`config.mk`:
```
export PLATFORM = sky130hd
export DESIGN_NAME = rmq_front
export DESIGN_NICKNAME = d
export VERILOG_FILES = /design/src/hw/rtl/rmq_pkg.sv /design/src/hw/rtl/rmq_front.sv
export SDC_FILE = /design/constraint.sdc
export NUM_CORES = 1
export LEC_CHECK = 0
export BUFFER_PORTS_ARGS = -buffer_cell sky130_fd_sc_hd__buf_2
export CORE_MARGIN = 8
export CORE_UTILIZATION = 60
export DETAILED_ROUTE_END_ITERATION = 10
export PLACE_DENSITY = 0.83
export SLEW_MARGIN = 25
export SYNTH_ARGS = -nofsm -noshare
export SYNTH_HDL_FRONTEND = slang
export SYNTH_SLANG_ARGS = --single-unit
```
`constraint.sdc`:
```
create_clock -name clock -period 6.2 [get_ports clock]
set_input_delay 0.31 -clock clock [delete_from_list [all_inputs] [get_ports clock]]
set_output_delay 0.31 -clock clock [all_outputs]
set_load 0.03 [all_outputs]
```
`src/hw/rtl/rmq_pkg.sv`:
```
package rmq_pkg;

   localparam int FRAC_BITS_DEF = 14;
   localparam int ELEM_W        = 16;
   localparam int MAG_W         = 17;
   localparam int QUOT_W        = 16;

   typedef enum logic [1:0] {
      CASE_W = 2'd0,
      CASE_X = 2'd1,
      CASE_Y = 2'd2,
      CASE_Z = 2'd3
   } case_type;

   // Control word that travels with each request down the chain.
   typedef struct packed {
      logic       valid;
      case_type   sel;
      logic       bad;
      logic [2:0] neg;
   } ctl_type;

   // Width of the radicand once it is known to be positive.
   function automatic int rad_w(input int f);
      return ((f > 18) ? f : 18) + 1;
   endfunction

   // Number of square root bits, one per cell.
   function automatic int root_w(input int f);
      return (rad_w(f) + f + 1) / 2;
   endfunction

   // Width of the long division remainder.
   function automatic int div_w(input int f);
      return f + 19 + root_w(f) + 1;
   endfunction

endpackage

```
`src/hw/rtl/rmq_front.sv`:
```
module rmq_front
   import rmq_pkg::*;
#(
   parameter int FRAC_BITS = FRAC_BITS_DEF
) (
   input  logic                                clock,
   input  logic                                reset,
   input  logic                                en,
   input  logic                                in_valid,
   input  logic [8:0][ELEM_W-1:0]              elem,
   output ctl_type                             ctl_ff,
   output logic [2*root_w(FRAC_BITS)-1:0]      v_ff,
   output logic [2:0][MAG_W-1:0]               mag_ff
);
   localparam int RW  = rad_w(FRAC_BITS);
   localparam int EW  = RW + 1;
   localparam int VW  = 2 * root_w(FRAC_BITS);
   localparam logic signed [EW-1:0] ONE = EW'(1) << FRAC_BITS;

   logic signed [EW-1:0] a11, a12, a13, a21, a22, a23, a31, a32, a33;
   logic signed [EW-1:0] tr, rad;
   logic signed [EW-1:0] num [3];
   ctl_type ctl_in;
   logic [VW-1:0] v_in;
   logic [2:0][MAG_W-1:0] mag_in;

   always_comb begin
      a11 = EW'(signed'(elem[0]));
      a12 = EW'(signed'(elem[1]));
      a13 = EW'(signed'(elem[2]));
      a21 = EW'(signed'(elem[3]));
      a22 = EW'(signed'(elem[4]));
      a23 = EW'(signed'(elem[5]));
      a31 = EW'(signed'(elem[6]));
      a32 = EW'(signed'(elem[7]));
      a33 = EW'(signed'(elem[8]));
      tr  = a11 + a22 + a33;
      ctl_in.valid = in_valid;
      if (tr > 0) begin
         ctl_in.sel = CASE_W;
         rad = ONE + tr;
         num[0] = a32 - a23; num[1] = a13 - a31; num[2] = a21 - a12;
      end else if (a11 > a22 && a11 > a33) begin
         ctl_in.sel = CASE_X;
         rad = ONE + a11 - a22 - a33;
         num[0] = a32 - a23; num[1] = a12 + a21; num[2] = a13 + a31;
      end else if (a22 > a33) begin
         ctl_in.sel = CASE_Y;
         rad = ONE + a22 - a11 - a33;
         num[0] = a13 - a31; num[1] = a12 + a21; num[2] = a23 + a32;
      end else begin
         ctl_in.sel = CASE_Z;
         rad = ONE + a33 - a11 - a22;
         num[0] = a21 - a12; num[1] = a13 + a31; num[2] = a23 + a32;
      end
      ctl_in.bad = (rad <= 0);
      for (int i = 0; i < 3; i++) begin
         ctl_in.neg[i] = num[i][EW-1];
         mag_in[i] = num[i][EW-1] ? MAG_W'(-num[i]) : MAG_W'(num[i]);
      end
      // A radicand that is not positive is replaced by zero.
      v_in = ctl_in.bad ? '0 : (VW'(rad[RW-1:0]) << FRAC_BITS);
   end

   always_ff @(posedge clock) begin
      if (reset) begin
         ctl_ff.valid <= 1'b0;
      end else if (en) begin
         ctl_ff <= ctl_in;
      end
   end

   always_ff @(posedge clock) begin
      if (en) begin
         v_ff   <= v_in;
         mag_ff <= mag_in;
      end
   end

endmodule

```
==> results of run 1 <==
[Yosys cell counts, types with 29 or more instances]
cell / count
nor2b_1: 35
ha_1: 297
nor3_1: 53
edfxtp_1: 76
nand2b_1: 33
a211oi_1: 40
inv_1: 212
a21oi_1: 150
nand3_1: 29
xor2_1: 44
clkbuf_1: 34
nand2_1: 109
mux2i_1: 38
a21o_1: 30
nor2_1: 143
xnor2_1: 118
o21ai_0: 76
o21a_1: 29
fa_1: 78
[per-stage QoR]
stage               cell area [sq um]  setup slack (ps)  total power [uW]  hold WS [ps]  instances
finish                          19400               612              5360           148       2654
detailed placement              19100               334              4690           508       2638
global route                    19400               218              5660           151       2654
global placement                19100               502              4630           473       2638
CTS                             19400               684              5300           145       2654
floorplan                       17800               773              3630           382       2094
[worst max-delay path by stage]
| stage | slack, ps | to | from | cells after the start |
|---|---|---|---|---|
| floorplan | 770 | mag_ff[14] | elem[1] | 27 |
| global placement | 500 | mag_ff[14] | elem[4] | 25 |
| detailed placement | 330 | mag_ff[14] | elem[4] | 25 |
| CTS | 680 | mag_ff[14] | elem[4] | 25 |
| global route | 220 | mag_ff[14] | elem[4] | 23 |
| finish | 610 | mag_ff[14] | elem[4] | 25 |
[cells by family after synthesis]
| family | share of synthesized area, % |
|---|---|
| other | 0.0212 |
| AND/OR/NAND/NOR | 15.9 |
| AO/OA/AOI/OAI | 22.5 |
| XOR/XNOR | 8.11 |
| flip-flops | 13.0 |
| buffers and inverters | 7.38 |
| adder cells (fa/ha/maj) | 29.8 |
| multiplexers | 3.28 |
[metal layers]
layer  vias up  share of wire, %
met3       179               6.2
met1      7691                39
met4         2               6.5
met5         -             0.023
li1       7718                 -
met2       724                49
[sequential cells by signal (all words and copies together), names as in the netlist]
register / count
mag_ff: 51
v_ff: 19
ctl_ff: 7
[cell type report]
cell class              instances  area, sq um
inverters                     216          811
flip-flops and latches         77         2300
fillers                      2510         9930
repair buffers                243         1300
multi-input cells            1712        14200
well taps                     390          488
clock inverters                 5         82.6
clock buffers                  11          243
[worst max-delay path, cell delays in order]
cell and delay (ps):
buf_2 150, inv_1 130, fa_1 550, inv_1 100
ha_1 230, nor3b_2 190, nor4b_4 380, a2111oi_1 160
a211oi_1 390, o21bai_1 110, a21o_1 190, xnor2_1 280
ha_1 200, nor4bb_1 190, and4_1 410, a21o_2 250
nand2_4 120, nand2_1 120, o21a_1 130, inv_1 40
ha_1 230, nor4b_1 150, a31o_2 270, a41oi_1 280
xnor2_1 100
[power breakdown]
group	internal, uW	switching (uW)
sequential	850	116
combinational	1380	2420
clock	365	226
total	2600	2770
==> metrics.yaml, run 1 <==
hold-path-endpoint: "ctl_ff[6]"
p_leak_uw: 0.00903
synth.area.top_cells: "ha_1 21%, edfxtp_1 13%, fa_1 8.8%, xnor2_1 5.8%, inv_1 4.5%"
final-hold-violation-count: 0
layout_common_cells: "297 x ha_1, 223 x buf_2, 212 x inv_1"
final_util_pct: 66.1
syn_to_final_growth_pct: 9.60
ant_nets: 0
clk_pin_slew_worst_paths_ps: 60
grt_max_degree: 62
synth-async-reset-ratio_pct: 0
start_util_pct: 60.3
drc_errors: 0
post_cts_buffers: 0
critical_path_class: "input port to flop"
use_met1_pct: 35.5
setup_viol: 0
gp_congestion: 0.997
status: "finished, final reports clean"
grt_pass1_wl_um: 87100
dieArea_sq_um: 35200
cts_resized: 0
syn_area_per_cell_sq_um: 8.51
cts_tree: "yes"
r2r_end: "ctl_ff[6]"
start_kind: "input port"
wl_um: 56000
clk_latency_ps: 350
port_buffers: 224
arrival_ps: 5680
wire_per_inst_um: 21.1
relSlewSlack_pct: 37.6
track_usage_pct: 30.6
synth_seq_cells: 77
ios: 240
r2r_cells: 2
synth_edf_count: 76
critPathMaxFanout: 13
synthCells: 2079
dr.pass1.iters: 5
tns_ps: 0
drive_above_1_share_pct: 15.4
dieWidth_um: 188
numClockSinks: 77
core_region_area_sq_um: 29300
grt_pass1_vias: 16300
clockBufferDepth: 2
yosysTopAreaCellShare_pct: 21.0
ys_types: 119
min_path_type: "input port to flop"
diodes: 0
yosysWarnings: 0
drv_cap: 0
cts_made_buffers: 9
ir_worst_vdd_uv: 181
drt_iter0_drc: 1392
fmax_ghz: 0.179
clockRootBuffer: "clkbuf_16"
vias: 16300
grt_use_met2_pct: 53.6
final_common_cell: "ha_1"
synth_area_sq_um: 17700
grt.overflow.total: 0
slew_violations: 0
hold_depth: 2
final_nets: 2782
pwr_density_cell_nw_per_um2: 277
rsz0062_at_grt: "false"
r2r_slack_ps: 5600
ys_seq_area_share_pct: 13.0
busiest_layer: "met2"
end_kind: "flop"
ctsHoldBuffers: 0
hpwl_um: 46900
worstHoldStart: "reset"
antenna_found_initial: 2
avgViaCountPerCell: 6.15
worstMarginPinSlew_ps: 927
row_count: 63
cts_max_level: 3
grt_use_met3_pct: 3.55
ys.flop_type: "edfxtp_1"
r2r_start: "ctl_ff[6]"
skew_ps: 0
die_h_um: 188
fin_crit_ps: 5590
period_share_pct: 90.1
worstPathRequired_ps: 6300
yosys.area.top_type: "ha_1"
(Power assumes the default switching activity.)
==> run 2: changes to the inputs <==
PLACE_DENSITY = 0.86   (was 0.83)
==> metrics.yaml, run 2 (synthesis results as in run 1) <==
die_h_um: 188
placed_cell_area_sq_um: 19100
post-place-ws_ps: 187
cts_max_level: 3
fin_crit_ps: 5640
setup_slack_ps: 557
avgViaCountPerCell: 6.15
grt_max_degree: 62
final_nets: 2786
clk_latency_ps: 360
syn_to_final_growth_pct: 9.72
dr.pass1.iters: 6
drc_errors: 0
critPathMaxFanout: 24
track_usage_pct: 31.4
rsz0062_at_grt: "false"
end_kind: "flop"
cts_tree: "yes"
clockRootBuffer: "clkbuf_16"
critical_path_class: "input port to flop"
final_cell_area_sq_um: 19400
core_region_area_sq_um: 29300
reg_top3: "mag_ff: 51 flops, v_ff: 19 flops, ctl_ff: 7 flops"
grt_pass1_wl_um: 89200
status: "finished, final reports clean"
final_common_cell: "ha_1"
antenna_found_initial: 0
start_util_pct: 60.3
arrival_ps: 5750
top_register: "mag_ff"
wl_um: 57300
clockBufferDepth: 2
worstMarginPinSlew_ps: 980
dieArea_sq_um: 35200
regArea_sq_um: 2300
fmax_ghz: 0.177
start_kind: "input port"
grt_pass1_vias: 16700
ant_nets: 0
relSlewSlack_pct: 34.7
diodes: 0
drive_above_1_share_pct: 15.7
setup_viol: 0
cts_made_buffers: 9
grt.overflow.total: 0
layout_common_cells: "297 x ha_1, 223 x buf_2, 212 x inv_1"
min_path_type: "input port to flop"
ir_worst_vdd_uv: 147
drt_iter0_drc: 1152
pwr_density_cell_nw_per_um2: 277
nFillCells: 2507
p_leak_uw: 0.00904
hpwl_um: 47900
wire_per_inst_um: 21.5
clk_pin_slew_worst_paths_ps: 60
slew_violations: 0
multi_input_area_sq_um: 14200
gp_congestion: 0.987
drv_cap: 0
numClockSinks: 77
final-hold-violation-count: 0
row_count: 63
period_share_pct: 91.0
largest_reg_flops: 51
vias: 16400
worstPathRequired_ps: 6310
tns_ps: 0
hold_ws_ps: 131
port_buffers: 224
ios: 240
skew_ps: 0
dieWidth_um: 188
-- run 2: cell type report --
type / count / share of cell area, %
Clock buffer: 10 / 1.23
Inverter: 216 / 4.18
Clock inverter: 6 / 0.483
Sequential cell: 77 / 11.9
Tap cell: 390 / 2.51
Timing Repair Buffer: 247 / 6.81
Multi-Input combinational cell: 1712 / 72.9
-- run 2: critical path, stage by stage --
cell	delay [ps]
buf_2	150
inv_1	140
fa_1	560
inv_1	110
ha_1	360
a21oi_1	250
a21oi_1	160
o31a_1	310
o211ai_1	300
nand3b_1	110
a21oi_1	180
xnor2_1	190
inv_1	70
ha_1	180
nor4bb_1	120
and4_2	330
a21oi_4	610
nor2_1	200
mux2i_1	230
inv_1	60
ha_1	220
and2_1	250
a31oi_2	220
xnor2_1	90
-- run 2: worst paths after layout --
path	from	endpoint	slack, ps	depth (start not counted)
max	elem[4]	mag_ff[27]	560	24
min	reset	ctl_ff[6]	130	2
max reg2reg	ctl_ff[6]	ctl_ff[6]	5600	2
min reg2reg	ctl_ff[6]	ctl_ff[6]	520	2
-- run 2: where the power goes --
part / switching [uW] / total [uW] / internal (uW) / leakage (uW)
Combinational: 2430 / 3810 / 1380 / 0.00814
Clock: 248 / 615 / 368 / 0.000160
Sequential: 103 / 951 / 848 / 0.000744
-- run 2: routing by layer --
layer,up-vias,track usage [%],part of all wire [%]
met1,7732,34.7,38
met5,-,0,0
met3,190,4.25,5.6
met4,0,21.2,7.0
met2,680,55.4,49
li1,7748,-,-
-- run 2: what timing repair did --
action	in CTS	in global routing
hold buffers	0	0
setup buffers	0	0
resized for setup	0	1
endpoints found under the setup margin	0	1
-- run 2: through the flow --
stage | util (%) | std cells | power [uW]
3_5_place_dp | 65.1 | 2642 | 4700
3_3_place_gp | 65.1 | 2642 | 4650
5_1_grt | 66.2 | 2658 | 5690
2_1_floorplan | - | 2094 | 3630
4_1_cts | 66.2 | 2658 | 5330
6_report | 66.2 | 2658 | 5380
