**src/hw/rtl/rmq_pkg.sv**
```systemverilog
package rmq_pkg;

   localparam int FRAC_BITS_DEF = 14;
   localparam int ELEM_W        = 16;
   localparam int MAG_W         = 17;
   localparam int QUOT_W        = 16;

   typedef enum logic [1:0] {
      CASE_W = 2'd0,
      CASE_X = 2'd1,
      CASE_Y = 2'd2,
      CASE_Z = 2'd3
   } case_type;

   // Control word that travels with each request down the chain.
   typedef struct packed {
      logic       valid;
      case_type   sel;
      logic       bad;
      logic [2:0] neg;
   } ctl_type;

   // Width of the radicand once it is known to be positive.
   function automatic int rad_w(input int f);
      return ((f > 18) ? f : 18) + 1;
   endfunction

   // Number of square root bits, one per cell.
   function automatic int root_w(input int f);
      return (rad_w(f) + f + 1) / 2;
   endfunction

   // Width of the long division remainder.
   function automatic int div_w(input int f);
      return f + 19 + root_w(f) + 1;
   endfunction

endpackage

```
**src/hw/rtl/rmq_sqrt_cell.sv**
```systemverilog
module rmq_sqrt_cell
   import rmq_pkg::*;
#(
   parameter int FRAC_BITS = FRAC_BITS_DEF,
   parameter int K         = 0
) (
   input  logic                                clock,
   input  logic                                reset,
   input  logic                                en,
   input  ctl_type                             ctl_i,
   input  logic [2*root_w(FRAC_BITS)-1:0]      v_i,
   input  logic [root_w(FRAC_BITS)+2:0]        rem_i,
   input  logic [root_w(FRAC_BITS)-1:0]        root_i,
   input  logic [2:0][MAG_W-1:0]               mag_i,
   output ctl_type                             ctl_ff,
   output logic [2*root_w(FRAC_BITS)-1:0]      v_ff,
   output logic [root_w(FRAC_BITS)+2:0]        rem_ff,
   output logic [root_w(FRAC_BITS)-1:0]        root_ff,
   output logic [2:0][MAG_W-1:0]               mag_ff
);
   localparam int TW = root_w(FRAC_BITS);
   localparam int RMW = TW + 3;

   logic [RMW-1:0] rem_sh, trial, rem_in;
   logic [TW-1:0] root_in;
   logic ge;

   // One result bit per cell: bring down two radicand bits and try root*4+1.
   always_comb begin
      rem_sh  = {rem_i[RMW-3:0], v_i[2*K+1 -: 2]};
      trial   = RMW'({root_i, 2'b01});
      ge      = (rem_sh >= trial);
      rem_in  = ge ? rem_sh - trial : rem_sh;
      root_in = {root_i[TW-2:0], ge};
   end

   always_ff @(posedge clock) begin
      if (reset) begin
         ctl_ff.valid <= 1'b0;
      end else if (en) begin
         ctl_ff <= ctl_i;
      end
   end

   always_ff @(posedge clock) begin
      if (en) begin
         v_ff    <= v_i;
         rem_ff  <= rem_in;
         root_ff <= root_in;
         mag_ff  <= mag_i;
      end
   end

endmodule

```
**config.mk**
```make
export PLATFORM = sky130hd
export DESIGN_NAME = rmq_sqrt_cell
export DESIGN_NICKNAME = d
export VERILOG_FILES = /design/src/hw/rtl/rmq_pkg.sv /design/src/hw/rtl/rmq_sqrt_cell.sv
export SDC_FILE = /design/constraint.sdc
export NUM_CORES = 1
export LEC_CHECK = 0
export ABC_CLOCK_PERIOD_IN_PS = 3700
export BUFFER_PORTS_ARGS = -buffer_cell sky130_fd_sc_hd__buf_2
export CORE_UTILIZATION = 46
export CTS_CLUSTER_DIAMETER = 50
export DETAILED_ROUTE_END_ITERATION = 12
export MAX_ROUTING_LAYER = met4
export PLACE_DENSITY = 0.83
export SETUP_SLACK_MARGIN = 0.02
export SYNTH_ARGS = -nofsm -noshare
export SYNTH_HDL_FRONTEND = slang
export SYNTH_SLANG_ARGS = --single-unit
```
**constraint.sdc**
```tcl
create_clock -name clock -period 3.7 [get_ports clock]
set_clock_uncertainty 0.2 [all_clocks]
set_input_delay 0.185 -clock clock [delete_from_list [all_inputs] [get_ports clock]]
set_output_delay 0.185 -clock clock [all_outputs]
set_load 0.05 [all_outputs]
```
==> results of run 1 <==
## power groups by stage
stage	logic (mW)	registers, mW	clock network [mW]
after detailed placement	0.983	1.83	0
final	1.11	1.81	1.89
after floorplan	0.236	2.29	0
after global placement	0.968	1.82	0
after CTS	1.10	1.80	1.89
after global routing	1.16	1.82	1.98
## cells by family (layout without fill, tap and decap cells)
group | after synthesis | after routing
compound gates | 62 | 62
mux | 16 | 16
xor+xnor | 14 | 14
fa+ha+maj | 19 | 19
flops | 129 | 129
simple gates | 64 | 64
buf+inv | 32 | 445
## routing by layer
metal | up-vias | global-route usage, % | wire length, um
met2 | 210 | 52.2 | 9540
met5 | - | - | 0
li1 | 2087 | - | -
met3 | 28 | 6.76 | 1040
met1 | 2206 | 30.9 | 6340
met4 | 0 | 10.3 | 363
## area by class of cell
cell class | count | share of cell area, %
Tap cell | 143 | 2.05
Clock inverter | 13 | 2.68
Clock buffer | 19 | 4.96
Inverter | 23 | 1.05
Timing Repair Buffer | 390 | 29.9
Multi-Input combinational cell | 175 | 15.1
Sequential cell | 129 | 44.2
## critical path: cells and delay by family
| kind | cells | cell delay [ns] |
|---|---|---|
| adders and majority gates | 1 | 0.44 |
| and+or+nand+nor | 4 | 1.31 |
| AOI/OAI and AO/OA | 1 | 0.26 |
| buffers and inverters | 3 | 0.94 |
| muxes | 1 | 0.37 |
## state kept, by name, indices dropped and copies added, names as in the netlist
name     flops
ctl_ff       7
mag_ff      51
rem_ff      20
root_ff     17
v_ff        34
## through the flow
stage	power (mW)	cells	setup slack (ns)	cell area (um^2)
after CTS	4.79	892	0.164	8740
final	4.81	892	0.141	8740
after floorplan	2.53	336	0.693	5350
after global placement	2.79	734	0.377	6810
after detailed placement	2.81	734	0.297	6810
after global routing	4.96	892	0.0709	8740
## layout by cell type (no fill, tap or decap), drive strengths merged, types with 12 or more instances in the layout
cell	instances
nor2	16
nand2	18
edfxtp	128
a21oi	20
mux2	13
clkbuf	19
inv	24
o21ai	12
dlygate4sd3	126
buf	264
ha	19
## final timing paths
path         slack [ns]       from         end
max                0.14   rem_i[8]   rem_ff[7]
min               0.008  rem_i[12]  rem_ff[14]
max reg2reg        2.28  ctl_ff[6]   ctl_ff[6]
min reg2reg        0.92  ctl_ff[6]   ctl_ff[6]
==> qor.csv, run 1 <==
metric;value;unit
CTS root buf;clkbuf_16;
number of synthesized flops with an enable pin;128;
PostCTS Resize Cnt;0;
total CTS buffers;17;
post-route ant nets;0;
antenna violations before repair;0;
row cnt;39;
largest net degree at the start of global routing;81;
hold path cells;3;
Die Area;12100;um^2
Seq pwr share;37.6;%
XOR/XNOR Fraction of Synth Area;2.29;%
Seq/Total Area, Yosys;72.3;%
CTS clk-pin slew, worst paths;0.06;ns
Synth Area in Compound Gates;8.42;%
htree depth;4;
VDD IR max;0.390;mV
FF+latch count, synth;129;
area leader, netlist;edfxtp_1;
I/O Pins;261;
leakage power;3.84;nW
Simple-Gate Fraction of Synth Area;5.85;%
Final nets;887;
Iteration-0 DRC Markers;282;
fin crit share;96.2;%
clock share of power;39.4;%
cell area after synthesis;5350;um^2
CTS tree;built;
minimum clock period;3.56;ns
Synth-to-Final Area Change;63.4;%
reg2reg path depth;3;
Post-CTS Setup Bufs;0;
DR pass1 iterations;5;
latest clock arrival within the worst-skew pair;0.40;ns
Tot GR Track Use;29.0;%
first-pass GRT wire length;24.4;mm
final hold slack;0.00809;ns
slowest CP cell;dlygate4sd3_1;
Startpoint Class;input pin;
Commonest cells post-synth;edfxtp_1 (128), inv_1 (22), ha_1 (19);
DRC;0;
n_diodes;0;
multi-input combinational cell area;1320;um^2
maximum clock path buffer count;2;
worst-margin pin slew;0.621;ns
Logic pwr share;23.0;%
Mapped Cells;336;
vias per cell;5.08;
Initial Util;47.0;%
Worst setup EP type;flop;
endpoints failing setup;0;
final core occ;76.8;%
TritonCTS Sinks;129;
RSZ-0062 raised after global routing;false;
average size of a mapped cell;15.9;um^2
post-synthesis async set-or-reset flop share;0;%
post-synth cell types;50;
Synth Flop Type;edfxtp_1;
Crit Path Max Fanout;16;
Chip Width;110;um
share of layout cells above drive strength 1;42.1;%
largest family of logic cells by synthesized area;compound AO/OA/AOI/OAI gates;
switch share;29.6;%
maximum clock rate;281;MHz
status;finished clean;
Total Wirelength;17.3;mm
Psw;1.42;mW
Required @ worst endpoint;3.64;ns
overall die height;110;um
count of port buffers added during placement;258;
slowest stage delay, CP;0.57;ns
grt total ovfl;0;
Yosys warning total;0;
Final Max Tran Viols;0;
number of fill cells;667;
CP cell instances;dlygate4sd3_1 > buf_2 > ha_1 > nand2_2 > or4_1 > or3_1 > a21o_1 > and2_1 > inv_6 > mux2_2;
HP Class;input pin to flop;
most numerous cell in the Yosys netlist;edfxtp_1;
post-DR wirelength/cell;19.4;um
area share of the largest cell type after synthesis;71.9;%
max-cap check violation count;0;
PD cells;551;nW/um^2
multiplexer area fraction after synthesis;3.72;%
core area;11400;um^2
Register Area;3860;um^2
syn_nets;487;
GPL Wtd Cong;0.919;
max_slew headroom;58.6;%
vias in the first global route;4571;
Worst EP arrival;3.50;ns
top cells by area, synth;edfxtp_1 (72%), ha_1 (4.4%), mux2_4 (1.7%), xnor2_1 (1.6%), a21oi_1 (1.6%);
Setup TNS;0;ns
Final Hold Viols;0;
crit path kind;input pin to flop;
hold buffers post-CTS;126;
Final HPWL DP;10.4;mm
Vias;4531;
Pint;3.39;mW
post-synthesis adder-cell area fraction;4.45;%
No activity file was read; power rests on OpenSTA's default activity.
==> inputs of run 2 (changes only) <==
- ABC_CLOCK_PERIOD_IN_PS: 3700 -> 4470
- CORE_UTILIZATION: 46 -> 50
- PLACE_DENSITY: 0.83 -> 0.89
- clock period: 3.7 -> 4.47 ns (I/O delays scaled with it)
==> run 2 against run 1 <==
Via count grew 7.3%. Register-to-register slack gained 0.75 ns. Hold slack gained 0.20 ns. Sequential share of layout area up 0.40 points. Flip-flop and latch count unchanged. Global-route usage up 7.8 points. Sequential power fell by 17%. Design area is 0.90% lower. Wire length rose by 14%. Clock power fell by 23%. Worst setup slack better by 0.78 ns. Largest cell class unchanged. Highest routed layer unchanged.
==> qor.csv, run 2 (same netlist as run 1, synthesis figures left out) <==
metric;value;unit
Setup TNS;0;ns
most frequent cells in the layout;buf_2 (257), edfxtp_1 (128), dlygate4sd3_1 (128);
Vias;4860;
maximum clock rate;282;MHz
Synth-to-Final Area Change;61.9;%
CTS root buf;clkbuf_8;
CTS tree;built;
overall die height;105;um
vias per cell;5.48;
Finished Layout Cells;887;
share of layout cells above drive strength 1;41.7;%
vias in the first global route;4797;
crit path kind;input pin to flop;
post-route cell area;8660;um^2
worst-margin pin slew;0.809;ns
grt total ovfl;0;
Startpoint Class;input pin;
VDD IR max;0.375;mV
largest net degree at the start of global routing;59;
DRC;0;
max-cap check violation count;0;
HP Class;input pin to flop;
PostCTS Resize Cnt;0;
I/O Pins;261;
count of port buffers added during placement;258;
Largest register FFs;51;
Final nets;886;
RSZ-0062 raised after global routing;false;
Iteration-0 DRC Markers;407;
PD cells;449;nW/um^2
Initial Util;51.8;%
latest clock arrival within the worst-skew pair;0.52;ns
Crit Path Max Fanout;16;
minimum clock period;3.54;ns
row cnt;37;
number of fill cells;489;
Worst setup EP type;flop;
leakage power;3.80;nW
multi-input combinational cell area;1320;um^2
Total Wirelength;19.7;mm
Final Max Tran Viols;0;
GPL Wtd Cong;0.865;
commonest non-fill, non-tap cell in the layout;buf_2;
TritonCTS Sinks;129;
biggest regs;mag_ff (51), v_ff (34), rem_ff (20);
Placed Instances;724;
Die Area;11100;um^2
core area;10300;um^2
post-route ant nets;0;
CTS clk-pin slew, worst paths;0.06;ns
total CTS buffers;17;
Worst Slack Setup Final;0.926;ns
Tot GR Track Use;36.7;%
pre-CTS WS;1.01;ns
endpoints failing setup;0;
post-DR wirelength/cell;22.2;um
status;finished clean;
Final HPWL DP;10.6;mm
Register Area;3860;um^2
Final Hold Viols;0;
first-pass GRT wire length;28.3;mm
antenna violations before repair;1;
Worst EP arrival;3.62;ns
htree depth;4;
final hold slack;0.213;ns
fin crit share;79.3;%
Required @ worst endpoint;4.54;ns
max_slew headroom;46.0;%
Placed Area;6760;um^2
DR pass1 iterations;5;
maximum clock path buffer count;2;
Post-CTS Setup Bufs;0;
Largest Register;mag_ff;
Chip Width;105;um
## run 2: changes by cell type in the layout (fill, tap and decap cells not counted), moves of 2 or more
cell / change
diode_2: +3
clkinv_1: +2
clkinv_4: -2
bufinv_16: -2
clkbuf_1: -2
buf_4: -2
clkinv_2: +2
dlygate4sd3_1: +2
## run 2: where the power goes
part	internal, mW	switching (mW)
clock network	0.902	0.554
registers	1.46	0.0393
logic	0.290	0.640
total	2.65	1.23
## run 2: stage by stage
step / utilization [%] / total power [mW]
2_1_floorplan: - / 2.09
3_3_place_gp: 65.5 / 2.30
3_5_place_dp: 65.5 / 2.32
4_1_cts: 83.8 / 3.82
5_1_grt: 83.8 / 3.98
6_report: 83.9 / 3.89
## run 2: worst max-delay path: stages
cell and delay (ns):
dlygate4sd3_1 0.54, buf_2 0.13, inv_1 0.05, ha_1 0.45
nand2_1 0.12, or4_1 0.62, or3_1 0.37, a21o_1 0.27
and2_1 0.27, inv_6 0.21, mux2_2 0.37
## run 2: metal layers
metal  wire length [um]  GRT usage [%]
met1               7160           39.6
met4               1010           21.8
met3               1740           11.8
met2               9750           59.4
met5                  0              -
## run 2: area by class of cell
cell class	instances	share of cell area, %
Clock buffer	17	4.78
Inverter	23	1.06
Sequential cell	129	44.6
Multi-Input combinational cell	175	15.3
Timing Repair Buffer	389	30.0
Antenna cell	3	0.0867
Clock inverter	15	2.20
Tap cell	136	1.97
## run 2: repair_timing
| action | in CTS | in global routing |
|---|---|---|
| hold endpoints to repair | 168 | 0 |
| endpoints found under the setup margin | 0 | 0 |
| hold buffers | 128 | 0 |
## run 2: final timing paths
check | to | depth (start not counted) | start | slack (ns)
worst max-delay path | rem_ff[8] | 11 | root_i[11] | 0.93
worst min-delay path | v_ff[15] | 2 | v_i[15] | 0.21
worst max register to register | ctl_ff[6] | 3 | ctl_ff[6] | 3.03
worst min register to register | ctl_ff[6] | 3 | ctl_ff[6] | 0.96
==> inputs of run 3 (changes only) <==
- ABC_CLOCK_PERIOD_IN_PS: 4470 -> 3400
- CORE_UTILIZATION: 50 -> 46
- PLACE_DENSITY: 0.89 -> 0.83
- clock period: 4.47 -> 3.4 ns (I/O delays scaled with it)
==> run 3 against run 2 <==
Count of clock-buffer cells in the layout stayed put. First-iteration DRC count is 31% lower. Final cell count is 1.2% higher. Critical path depth stayed put. Via count is 4.8% lower. Worst setup slack worse by 0.83 ns. Global-route usage is 7.3 points lower. Critical endpoint is now rem_ff[7]. Highest routed layer unchanged.
==> qor.csv, run 3 (same netlist as run 1, synthesis figures left out) <==
metric;value;unit
minimum clock period;3.31;ns
Psw;1.56;mW
post-DR wirelength/cell;19.7;um
Setup TNS;0;ns
largest net degree at the start of global routing;81;
Final Max Tran Viols;0;
RSZ-0062 raised after global routing;false;
VDD IR max;0.406;mV
Required @ worst endpoint;3.34;ns
met3 Usage GRT;7.29;%
final hold slack;0.106;ns
max-cap check violation count;0;
latest clock arrival within the worst-skew pair;0.39;ns
GR peak layer;met2;
Startpoint Class;input pin;
crit path kind;input pin to flop;
total CTS buffers;17;
vias in the first global route;4607;
Largest Register;mag_ff;
antenna violations before repair;2;
Die Area;12100;um^2
DR pass1 iterations;5;
met1 usage;30.7;%
commonest non-fill, non-tap cell in the layout;buf_2;
Iteration-0 DRC Markers;280;
clock share of power;35.6;%
leakage power;3.82;nW
Synth-to-Final Area Change;62.4;%
Pint;3.38;mW
Tot GR Track Use;29.4;%
core area;11400;um^2
CTS tree;built;
endpoints failing setup;0;
status;finished clean;
met2 Resource Use GR;51.5;%
Initial Util;47.0;%
Finished Layout Cells;898;
row cnt;39;
Total Wirelength;17.7;mm
max_slew headroom;58.4;%
grt total ovfl;0;
biggest regs;mag_ff (51), v_ff (34), rem_ff (20);
Placed Instances;738;
I/O Pins;261;
Largest register FFs;51;
PD cells;569;nW/um^2
switch share;31.5;%
most frequent cells in the layout;buf_2 (257), edfxtp_1 (128), dlygate4sd3_1 (127);
DRC;0;
Chip Width;110;um
count of port buffers added during placement;258;
number of fill cells;683;
Worst EP arrival;3.25;ns
htree depth;4;
post-route ant nets;0;
Vias;4628;
worst-margin pin slew;0.624;ns
first-pass GRT wire length;24.8;mm
CTS root buf;clkbuf_16;
Seq pwr share;39.7;%
vias per cell;5.15;
CTS clk-pin slew, worst paths;0.07;ns
overall die height;110;um
maximum clock path buffer count;2;
Final HPWL DP;10.3;mm
HP Class;input pin to flop;
Worst setup EP type;flop;
share of layout cells above drive strength 1;42.6;%
Post-CTS Setup Bufs;0;
Crit Path Max Fanout;16;
Logic pwr share;24.6;%
fin crit share;97.3;%
Final Hold Viols;0;
maximum clock rate;302;MHz
GPL Wtd Cong;0.866;
Final nets;892;
TritonCTS Sinks;129;
==> run 3: final timing paths <==
path	endpoint	cells after the start	slack (ns)	from
max	rem_ff[7]	11	0.09	root_i[9]
min	mag_ff[3]	1	0.11	en
max reg2reg	ctl_ff[6]	3	2.02	ctl_ff[6]
min reg2reg	ctl_ff[6]	3	0.89	ctl_ff[6]
==> run 3: through the flow <==
stage               cell area, um^2  worst slack (ns)  util (%)  power, mW
CTS                            8670            0.0404      76.3       4.92
floorplan                      5350             0.408         -       2.75
global placement               6840             0.244      60.1       3.04
detailed placement             6840             0.188      60.1       3.06
finish                         8690            0.0922      76.4       4.94
global route                   8690            0.0433      76.4       5.10
==> run 3: layout make-up <==
cell class                      count  area [um^2]  area share [%]
Timing Repair Buffer              395         2650            30.5
Clock buffer                       17          425            4.90
Clock inverter                     14          140            1.61
Tap cell                          143          179            2.06
Inverter                           23         93.8            1.08
Sequential cell                   129         3860            44.5
Antenna cell                        2         5.00          0.0576
Multi-Input combinational cell    175         1330            15.3
==> run 3: power by group through the flow <==
stage,registers (mW),logic [mW],clock network (mW)
2_1_floorplan,2.50,0.256,0
3_3_place_gp,1.98,1.06,0
3_5_place_dp,1.99,1.07,0
4_1_cts,1.96,1.20,1.77
5_1_grt,1.98,1.27,1.85
6_report,1.96,1.22,1.76
==> run 3: worst max-delay path, stage by stage <==
cell and delay, ns:
dlygate4sd3_1 0.55, buf_2 0.12, inv_1 0.05, ha_2 0.42
nand2_2 0.10, or4_1 0.53, or3_1 0.35, a21o_1 0.17
and2_2 0.24, inv_8 0.16, mux2_2 0.36
==> run 3: repair_timing <==
item,in CTS,in global routing
endpoints found under the hold margin,134,0
hold buffers,127,0
resized for setup,0,3
endpoints found under the setup margin,0,12
==> run 3: metal layers <==
layer | vias up | routed length [um]
met5 | - | 0
met4 | 0 | 682
met3 | 56 | 1200
met2 | 232 | 9390
met1 | 2242 | 6400
li1 | 2098 | -
