`config.mk`:
```
export PLATFORM = sky130hd
export DESIGN_NAME = rmq_div_cell
export DESIGN_NICKNAME = d
export VERILOG_FILES = /design/src/hw/rtl/rmq_pkg.sv /design/src/hw/rtl/rmq_div_cell.sv
export SDC_FILE = /design/constraint.sdc
export NUM_CORES = 1
export LEC_CHECK = 0
export BUFFER_PORTS_ARGS = -buffer_cell sky130_fd_sc_hd__buf_2
export CORE_AREA = 4 4 172 174
export CTS_CLUSTER_DIAMETER = 80
export CTS_CLUSTER_SIZE = 10
export DETAILED_ROUTE_END_ITERATION = 8
export DIE_AREA = 0 0 176 178
export PLACE_DENSITY_LB_ADDON = 0.05
export SLEW_MARGIN = 40
export SYNTH_ARGS = -nofsm -noshare
export SYNTH_HDL_FRONTEND = slang
export SYNTH_SLANG_ARGS = --single-unit
```
`constraint.sdc`:
```
create_clock -name clock -period 3.79 [get_ports clock]
set_input_delay 0.5685 -clock clock [delete_from_list [all_inputs] [get_ports clock]]
set_output_delay 0.5685 -clock clock [all_outputs]
set_load 0.1 [all_outputs]
```
`src/hw/rtl/rmq_pkg.sv`:
```
package rmq_pkg;

   localparam int FRAC_BITS_DEF = 14;
   localparam int ELEM_W        = 16;
   localparam int MAG_W         = 17;
   localparam int QUOT_W        = 16;

   typedef enum logic [1:0] {
      CASE_W = 2'd0,
      CASE_X = 2'd1,
      CASE_Y = 2'd2,
      CASE_Z = 2'd3
   } case_type;

   // Control word that travels with each request down the chain.
   typedef struct packed {
      logic       valid;
      case_type   sel;
      logic       bad;
      logic [2:0] neg;
   } ctl_type;

   // Width of the radicand once it is known to be positive.
   function automatic int rad_w(input int f);
      return ((f > 18) ? f : 18) + 1;
   endfunction

   // Number of square root bits, one per cell.
   function automatic int root_w(input int f);
      return (rad_w(f) + f + 1) / 2;
   endfunction

   // Width of the long division remainder.
   function automatic int div_w(input int f);
      return f + 19 + root_w(f) + 1;
   endfunction

endpackage

```
`src/hw/rtl/rmq_div_cell.sv`:
```
module rmq_div_cell
   import rmq_pkg::*;
#(
   parameter int FRAC_BITS = FRAC_BITS_DEF,
   parameter int I         = 0
) (
   input  logic                                clock,
   input  logic                                reset,
   input  logic                                en,
   input  ctl_type                             ctl_i,
   input  logic [root_w(FRAC_BITS)-1:0]        t_i,
   input  logic [2:0][div_w(FRAC_BITS)-1:0]    rem_i,
   input  logic [2:0][QUOT_W-1:0]              q_i,
   output ctl_type                             ctl_ff,
   output logic [root_w(FRAC_BITS)-1:0]        t_ff,
   output logic [2:0][div_w(FRAC_BITS)-1:0]    rem_ff,
   output logic [2:0][QUOT_W-1:0]              q_ff
);
   localparam int CW = div_w(FRAC_BITS);

   logic [CW-1:0] sub;
   logic [2:0][CW-1:0] rem_in;
   logic [2:0][QUOT_W-1:0] q_in;

   // Divisor is 2t; this cell settles quotient bit I in all three lanes.
   always_comb begin
      sub = CW'({t_i, 1'b0}) << I;
      for (int l = 0; l < 3; l++) begin
         q_in[l] = q_i[l];
         if (rem_i[l] >= sub) begin
            rem_in[l]  = rem_i[l] - sub;
            q_in[l][I] = 1'b1;
         end else begin
            rem_in[l] = rem_i[l];
         end
      end
   end

   always_ff @(posedge clock) begin
      if (reset) begin
         ctl_ff.valid <= 1'b0;
      end else if (en) begin
         ctl_ff <= ctl_i;
      end
   end

   always_ff @(posedge clock) begin
      if (en) begin
         t_ff   <= t_i;
         rem_ff <= rem_in;
         q_ff   <= q_in;
      end
   end

endmodule

```
==> qor.csv, run 1 <==
metric;value;unit
postcts setup bufs;0;
utilization after layout;58.2;%
max incr delay on CP;590;ps
maximum vdd drop;461;uV
Least-Margin Pin Slew;716;ps
Root Driver;clkbuf_16;
crit path cell chain;buf_2 > inv_1 > ha_1 > nand4_1 > or4_1 > or4_1 > a31oi_1 > a21bo_2 > nor4_1 > xor2_1;
Leak;6.58;nW
worst path arrival time;3280;ps
die span in x;176;um
register area share after synthesis;53.6;%
DP Wirelength;32600;um
slowest stage cell, crit path;or4_1;
worst setup margin;788;ps
clk buf depth;3;
crit path max fanout;8;
Post-synth top cells;edfxtp_1 (224), nand2_1 (83), xor2_1 (78);
Post-synth ARST share;0;%
HP Class;primary input to flip-flop;
clk_lat worst skew;540;ps
placed cell area;15400;um2
post-CTS sizing;0;
post-route ant nets;0;
Synth Area per Inst;11.3;um2
R2R cell count;2;
H-tree depth;1;
first-pass GRT wire length;61200;um
Post-Synth Simple-Gate Area;17.8;%
Post-Synth XOR/XNOR Area;9.25;%
I/O pins;453;
fraction of synthesized area in multiplexers;0.566;%
hold_ws;203;ps
CTS clk-pin slew, worst paths;50;ps
layout cells sized above 1;33.6;%
CP endpoint kind;flip-flop;
first-iteration detailed-routing DRC count;666;
Mapped Nets;1392;
Clock Skew;0;ps
RSZ-0062 raised after global routing;false;
initial antenna violation count;6;
Initial Util;45.3;%
Final min period;3000;ps
number of port buffers;452;
top_reg_cell synth;edfxtp_1;
Worst Setup SP;t_i[6];
total congestion overflow;0;
Hold Vio Cnt, Final;0;
P&R area growth vs syn;28.4;%
Clock Sink Count;225;
crit-path most repeated cell;or4_1;
mapped cell area;12600;um2
outcome;finished clean;
RePlAce Congestion;0.887;
CTS tree;yes;
Slew Viols, Final;0;
area of the die;31300;um2
CP Data Required Time;4060;ps
post-synthesis compound-gate area fraction;10.7;%
# DRC;0;
CTS Buf Count;26;
largest family of logic cells by synthesized area;simple AND/OR/NAND/NOR gates;
Final setup viols;0;
Fmax;333;MHz
vias;10878;
FF-to-FF End;ctl_ff[6];
post-synthesis cell count;1110;
Post-Synth Adder-Cell Area;5.54;%
final instance area;16200;um2
top cells by area, synth;edfxtp_1 (53%), xor2_1 (5.4%), ha_1 (5.1%);
Synthesis Warnings;0;
drt pass-1 iters;5;
Cell variety after synth;81;
Startpoint Class;primary input;
DP Worst Slack;240;ps
fill count;2546;
count leader, synth;edfxtp_1;
Crit Path Category;primary input to flip-flop;
Die Y;178;um
post-synth top area cell;edfxtp_1;
R2R setup slack;3200;ps
# rows;61;
vias in the first global route;10519;
nets@finish;1864;
Max-slew headroom;51.8;%
top cell type's share of synthesized area;53.4;%
largest net degree at the start of global routing;103;
core box area;27800;um2
r2r startpoint;ctl_ff[6];
Routed Wire Length;41800;um
final period utilization;79.2;%
pwr dens;513;nW/um2
Post-synth EDFFs;224;
critical path endpoint;rem_ff[94];
WL/cell;21.1;um
final setup TNS;0;ps
max cap viols;0;
Vias/cell;5.50;
Hold-fix buffers, CTS;0;
Synth Register Bits;225;
overall routing resource usage;25.3;%
[where the power goes]
part | total [mW] | switching (mW) | internal (mW) | leakage [nW]
registers | 3.10 | 0.0681 | 3.04 | 2.20
logic | 2.97 | 2.44 | 0.536 | 4.04
clock network | 2.22 | 0.973 | 1.25 | 0.340
total | 8.30 | 3.48 | 4.82 | 6.58
[kinds of logic after synthesis]
group | after synthesis
compound gates | 211
simple gates | 407
flops | 225
mux | 6
fa+ha+maj | 54
buf+inv | 74
xor+xnor | 133
[critical path: cells and delay by family]
| family | cells | cell delay [ps] |
|---|---|---|
| simple gates | 4 | 1480 |
| compound gates | 2 | 500 |
| fa+ha+maj | 1 | 400 |
| buf+inv | 2 | 210 |
| xor+xnor | 1 | 110 |
[cell usage in the layout, fill, tap and decap left out, drive strengths merged, types with 6 or more instances in the layout]
| cell type | instances |
|---|---|
| or4 | 13 |
| diode | 6 |
| nand3 | 30 |
| o21ai | 57 |
| nand4 | 27 |
| xor2 | 78 |
| or3 | 16 |
| clkbuf | 37 |
| ha | 51 |
| inv | 35 |
| o211ai | 8 |
| a211oi | 12 |
| o21a | 10 |
| nor4 | 55 |
| nor3 | 34 |
| a21o | 15 |
| o31ai | 10 |
| nand3b | 9 |
| nand2b | 15 |
| edfxtp | 224 |
| a31oi | 9 |
| buf | 483 |
| nor4b | 10 |
| xnor2 | 55 |
| nand4b | 6 |
| nand2 | 84 |
| nor2 | 77 |
| a21oi | 54 |
[through the flow]
stage / instances / power (mW)
floorplan: 1110 / 5.45
global placement: 1932 / 6.12
detailed placement: 1932 / 6.12
CTS: 1971 / 8.37
global route: 1977 / 8.62
finish: 1977 / 8.30
[sequential cells by signal, summed over array words and instances (netlist names)]
name and cells:
rem_ff 153, q_ff 48, t_ff 17, ctl_ff 7
[cell type report]
type | count | area [um2] | share of cell area [%]
Clock buffer | 37 | 692 | 4.28
Tap cell | 378 | 473 | 2.92
Clock inverter | 2 | 23.8 | 0.147
Inverter | 35 | 131 | 0.812
Timing Repair Buffer | 483 | 2550 | 15.8
Sequential cell | 225 | 6750 | 41.7
Antenna cell | 6 | 15.0 | 0.0928
Multi-Input combinational cell | 811 | 5540 | 34.3
[routing by layer]
| layer | vias to the layer above | routed length [um] | track usage (%) |
|---|---|---|---|
| met4 | 0 | 1440 | 9.81 |
| met5 | - | 0 | 0 |
| met2 | 468 | 20700 | 43.7 |
| met3 | 77 | 3400 | 5.60 |
| li1 | 5171 | - | - |
| met1 | 5162 | 16200 | 31.2 |
[how the worst min path moves through the flow]
stage / from / endpoint / slack (ps) / cells past startpoint
after floorplan: reset / ctl_ff[6] / 640 / 1
after global placement: ctl_ff[6] / ctl_ff[6] / 470 / 2
after detailed placement: ctl_ff[6] / ctl_ff[6] / 490 / 2
after CTS: reset / ctl_ff[6] / 190 / 2
after global routing: q_i[15] / q_ff[15] / 180 / 1
final: reset / ctl_ff[6] / 200 / 2
Power figures use the tool's default switching activity.
==> inputs of run 2 (changes only) <==
- ABC_AREA: unset -> 1
- CORE_AREA: 4 4 172 174 -> unset
- CORE_MARGIN: unset -> 4
- CORE_UTILIZATION: unset -> 48
- DIE_AREA: 0 0 176 178 -> unset
- clock period: 3.79 -> 2.65 ns (I/O delays scaled with it)
==> run 2 against run 1 <==
Net effect:
- power increased by 59%
- worst setup slack got worse by 770 ps
- sequential share of layout area decreased by 11 points
- non-clock buffer count increased by 156
- clock skew unchanged
- sequential power increased by 44%
- synthesized cell count increased by 110%
- area after synthesis increased by 33%
- combinational power increased by 74%
- die area increased by 21%
- register-to-register slack got worse by 1200 ps
- critical path type unchanged
==> qor.csv, run 2 <==
metric;value;unit;change
Post-synth ARST share;0;%;unchanged
Startpoint Class;primary input;;
post-synth top area cell;edfxtp_1;;
Clock Skew;0;ps;unchanged
top cells by area, synth;edfxtp_1 (40%), nand2_1 (19%), inv_1 (9.2%);;
register area share after synthesis;40.4;%;-13 points
final instance area;22100;um2;+37%
Slew Viols, Final;0;;unchanged
fill count;3110;;+22%
Least-Margin Pin Slew;704;ps;-12.2 ps
worst path arrival time;2960;ps;-320 ps
Cell variety after synth;35;;-57%
R2R setup slack;1960;ps;-1240 ps
largest net degree at the start of global routing;118;;+15%
Synth Register Bits;225;;unchanged
biggest regs;rem_ff (153), q_ff (48), t_ff (17);;
CP Data Required Time;2980;ps;-1080 ps
DP Wirelength;54000;um;+66%
Leak;10.8;nW;+64%
Clock Sink Count;225;;unchanged
outcome;finished clean;;
area of the die;37800;um2;+21%
final period utilization;99.2;%;
Initial Util;48.5;%;+3.1 points
top_reg_cell synth;edfxtp_1;;
placed cell area;20300;um2;+31%
clk buf depth;3;;unchanged
I/O pins;453;;unchanged
CTS tree;yes;;
HP Class;primary input to flip-flop;;
Fmax;381;MHz;
Final min period;2630;ps;
first-pass GRT wire length;98500;um;+61%
Vias/cell;5.21;;-5.3%
max cap viols;0;;unchanged
crit path max fanout;14;;+6
post-route ant nets;0;;unchanged
RePlAce Congestion;1.02;;+15%
Root Driver;clkbuf_16;;
Crit Path Category;primary input to flip-flop;;
P&R area growth vs syn;32.4;%;
final setup TNS;0;ps;unchanged
Mapped Nets;2620;;+88%
# DRC;0;;unchanged
CTS Buf Count;28;;+7.7%
RSZ-0062 raised after global routing;true;;
number of port buffers;452;;unchanged
overall routing resource usage;33.5;%;+8.1 points
Post-synth top cells;nand2_1 (848), inv_1 (410), nor2_1 (282);;
Max-slew headroom;52.9;%;+1.1 points
Post-synth EDFFs;224;;unchanged
Final setup viols;0;;unchanged
Die Y;195;um;+9.3%
pwr dens;596;nW/um2;+16%
WL/cell;19.6;um;-7.4%
layout cells sized above 1;26.3;%;-7.3 points
CTS clk-pin slew, worst paths;60;ps;about the same
drt pass-1 iters;5;;unchanged
Hold Vio Cnt, Final;0;;unchanged
initial antenna violation count;1;;-5
most frequent cells in the layout;nand2_1 (839), buf_2 (449), inv_1 (401);;
hold_ws;17.2;ps;-185 ps
core box area;34500;um2;+24%
post-synthesis cell count;2338;;+110%
count leader, synth;nand2_1;;
Biggest register;rem_ff;;
H-tree depth;1;;unchanged
total congestion overflow;0;;unchanged
leading cell type in the layout, fill and taps excluded;nand2_1;;
top cell type's share of synthesized area;40.3;%;-13 points
Synthesis Warnings;0;;unchanged
first-iteration detailed-routing DRC count;1441;;+120%
Synth Area per Inst;7.14;um2;-37%
nets@finish;3268;;+75%
utilization after layout;64.2;%;+6.0 points
flip-flop count of the largest register after layout;153;;unchanged
die span in x;195;um;+11%
mapped cell area;16700;um2;+33%
Power Total;13.2;mW;+59%
vias in the first global route;17396;;+65%
vias;17966;;+65%
Routed Wire Length;67500;um;+62%
clk_lat worst skew;580;ps;+40 ps
# rows;68;;+11%
CP endpoint kind;flip-flop;;
maximum vdd drop;676;uV;+47%
[run 2: changes by cell type in the layout (fill, tap and decap cells not counted), sizes merged, moves of 16 or more]
cell,delta
dlygate4sd3,+57
nand3b,+33
nor3,-18
nand3,+100
a21oi,+55
nor2,+222
or3,-16
inv,+372
buf,+96
xor2,-73
nor4,-55
nand2,+774
[run 2: logic make-up (layout without fill, tap and decap cells)]
| family | Yosys count | count (layout) | share of synthesized area, % |
|---|---|---|---|
| adders and majority gates | 54 | 54 | 4.18 |
| AOI/OAI and AO/OA | 175 | 175 | 7.42 |
| and+or+nand+nor | 1401 | 1401 | 35.0 |
| DFF | 225 | 225 | 40.4 |
| xor gates and xnor gates | 45 | 45 | 2.36 |
| other | 0 | 1 | 0 |
| buffers and inverters | 438 | 1092 | 10.6 |
[run 2: path summary, 6_finish.rpt]
kind | start | endpoint | cells after the start
min reg2reg | ctl_ff[6] | ctl_ff[6] | 2
max reg2reg | ctl_ff[6] | ctl_ff[6] | 2
max | t_i[16] | rem_ff[68] | 14
min | t_i[13] | t_ff[13] | 1
[run 2: per-layer routing]
metal,routed length (um),global-route usage [%],part of all wire [%]
met1,25800,41.2,38
met2,32600,58.2,48
met3,5590,5.25,8.3
met4,3450,14.4,5.1
met5,13,0,0.019
[run 2: where the power goes]
group	internal (mW)	switching [mW]	leakage (nW)
Combinational	1.12	4.06	8.23
Sequential	4.35	0.120	2.20
Clock	1.99	1.54	0.381
[run 2: what timing repair did]
| action | in CTS | in global routing |
|---|---|---|
| gates resized for setup | 0 | 56 |
| hold endpoints to repair | 58 | 0 |
| buffers inserted | 0 | 15 |
| endpoints found under the setup margin | 0 | 96 |
| hold buffers | 58 | 0 |
[run 2: worst max-delay path: stages]
cell and delay, ps:
dlygate4sd3_1 540, buf_2 140, clkinvlp_4 180, ha_1 410, nand2_1 140, nor2_1 290, nand3_1 120, nor2_1 130
nand2_1 90, nand3_2 100, nor2_4 80, clkbuf_16 190, nand2_2 80, o21ai_2 70
[run 2: area by class of cell]
type                            count  area (um2)  area share, %
Antenna cell                        1        2.50         0.0113
Clock buffer                       30         708           3.20
Clock inverter                      6        88.8          0.402
Inverter                          417        1590           7.18
Multi-Input combinational cell   1675        8420           38.1
Sequential cell                   225        6750           30.5
Tap cell                          455         569           2.57
Timing Repair Buffer              639        4000           18.1
[run 2: per-stage QoR]
| stage | std cells | setup WS, ps |
|---|---|---|
| after floorplan | 2338 | 485 |
| after global placement | 3337 | -99.1 |
| after detailed placement | 3337 | -81.5 |
| after CTS | 3431 | 2.48 |
| after global routing | 3447 | -62.8 |
| final | 3448 | 22.5 |
==> inputs of run 3 (changes only) <==
- GPL_TIMING_DRIVEN: unset -> 0
- clock period: 2.65 -> 2.81 ns (I/O delays scaled with it)
==> run 3 against run 2 <==
Net effect:
- non-clock buffer count is 164 lower
- critical path depth is 1 higher
- sequential share of layout area is 2.6 points higher
- die area did not move
- final area fell by 7.9%
- clock-buffer cell count unchanged
- clock skew unchanged
- clock power decreased by 10%
- worst setup slack better by 420 ps
- global-route usage down 1.8 points
- wire length shrank 6.8%
- register-to-register slack improved by 250 ps
- critical endpoint is now rem_ff[25]
- highest routed layer unchanged
==> qor.csv, run 3 (synthesis gave the netlist of run 2 again) <==
metric;value;unit;change
outcome;finished clean;;
max cap viols;0;;unchanged
I/O pins;453;;unchanged
nets@finish;3104;;-5.0%
met1 WL;25200;um;-2.4%
area of the die;37800;um2;unchanged
Clock Skew;0;ps;unchanged
worst path arrival time;2690;ps;-270 ps
first-pass GRT wire length;93400;um;-5.2%
# DRC;0;;unchanged
R2R cell count;2;;unchanged
CP Data Required Time;3130;ps;+150 ps
Hold Vio Cnt, Final;0;;unchanged
R2R setup slack;2210;ps;+250 ps
Startpoint Class;primary input;;
initial antenna violation count;7;;+6
Vias/cell;5.18;;-0.60%
Clock Sink Count;225;;unchanged
CTS Buf Count;28;;unchanged
Crit Path Category;primary input to flip-flop;;
crit path max fanout;4;;-10
pwr dens;583;nW/um2;-2.0%
final period utilization;84.3;%;
first-iteration detailed-routing DRC count;1318;;-8.5%
Fmax;422;MHz;
DR WL met2;30300;um;-7.1%
Slew Viols, Final;0;;unchanged
Highest Signal Layer;met5;;
H-tree depth;1;;unchanged
number of port buffers;452;;unchanged
most frequent cells in the layout;nand2_1 (848), buf_2 (455), inv_1 (410);;
Hold-fix buffers, CTS;0;;-100%
CTS tree;yes;;
final setup TNS;0;ps;unchanged
CTS clk-pin slew, worst paths;50;ps;about the same
CP endpoint kind;flip-flop;;
r2r startpoint;ctl_ff[6];;
WL/cell;19.2;um;-2.1%
flip-flop count of the largest register after layout;153;;unchanged
Final min period;2370;ps;
vias in the first global route;16425;;-5.6%
Power Total;11.9;mW;-9.8%
post-route ant nets;0;;unchanged
RSZ-0062 raised after global routing;false;;
Die Y;195;um;unchanged
clk_lat worst skew;570;ps;about the same
drt pass-1 iters;5;;unchanged
vias;17003;;-5.4%
RePlAce Congestion;1.01;;-0.35%
# rows;68;;unchanged
core box area;34500;um2;unchanged
hold_ws;24.1;ps;+6.88 ps
post-CTS sizing;0;;unchanged
Initial Util;48.5;%;unchanged
min-delay src;q_i[21];;
total congestion overflow;0;;unchanged
Least-Margin Pin Slew;587;ps;-117 ps
Leak;10.0;nW;-7.3%
overall routing resource usage;31.7;%;-1.8 points
hold path depth;1;;unchanged
Biggest register;rem_ff;;
biggest regs;rem_ff (153), q_ff (48), t_ff (17);;
Max-slew headroom;60.7;%;+7.8 points
Final setup viols;0;;unchanged
Root Driver;clkbuf_16;;
DP Wirelength;52400;um;-3.1%
clk buf depth;3;;unchanged
maximum vdd drop;626;uV;-7.3%
Hold Path Sink;q_ff[21];;
HP Class;primary input to flip-flop;;
layout cells sized above 1;22.5;%;-3.8 points
postcts setup bufs;0;;unchanged
leading cell type in the layout, fill and taps excluded;nand2_1;;
FF-to-FF End;ctl_ff[6];;
P&R area growth vs syn;22.0;%;
met3 WL post-DR;4830;um;-14%
Routed Wire Length;62900;um;-6.8%
largest net degree at the start of global routing;82;;-31%
die span in x;195;um;unchanged
[run 3: cell count changes in the layout (fill, tap and decap cells not counted), moves of 13 or more]
cell / change
ha_4: -13
dlygate4sd3_1: -57
ha_1: +16
buf_4: -113
[run 3: final cells by class]
class / count / area, um2
Multi-Input combinational cell: 1675 / 8180
Sequential cell: 225 / 6750
Buffer: 21 / 211
Tap cell: 455 / 569
Timing Repair Buffer: 454 / 2330
Clock inverter: 5 / 62.6
Antenna cell: 1 / 2.50
Inverter: 417 / 1570
Clock buffer: 30 / 708
Fill cell: 3276 / 14100
[run 3: worst max path at each step]
stage,end,cells past startpoint,startpoint,slack (ps)
floorplan,rem_ff[62],13,rem_i[52],620
global placement,ctl_ff[1],3,en,-2100
detailed placement,rem_ff[123],15,t_i[0],-140
CTS,rem_ff[123],15,t_i[0],460
global route,rem_ff[113],14,t_i[8],340
finish,rem_ff[25],15,t_i[0],440
[run 3: power breakdown]
part | switching (mW) | internal (mW)
combinational | 3.71 | 0.816
sequential | 0.0898 | 4.10
clock | 1.39 | 1.78
[run 3: per-layer routing]
layer  GRT usage, %  up-vias
met2           54.8      711
met4           11.5       10
met3           6.64      128
met1           39.2     7824
met5              0        -
li1               -     8330
[run 3: metrics by stage]
step / cell area, um2 / setup slack, ps / cells / util, %
after global placement: 19500 / -2100 / 3245 / 56.7
final: 20400 / 442 / 3283 / 59.1
after global routing: 20400 / 335 / 3283 / 59.1
after detailed placement: 19600 / -137 / 3247 / 56.9
after CTS: 20400 / 458 / 3282 / 59.1
after floorplan: 16700 / 621 / 2338 / -
[run 3: worst max-delay path, cell delays in order]
cell     delay, ps
buf_2          170
ha_1           270
fa_1           500
inv_1          170
nand2_1         70
nand2_1         70
nand3_1         70
nand2_1        190
nand2_1         90
nand2_1        250
nand2_1        150
nand3_1        100
nand2_1         70
nand2_1         70
inv_1           40
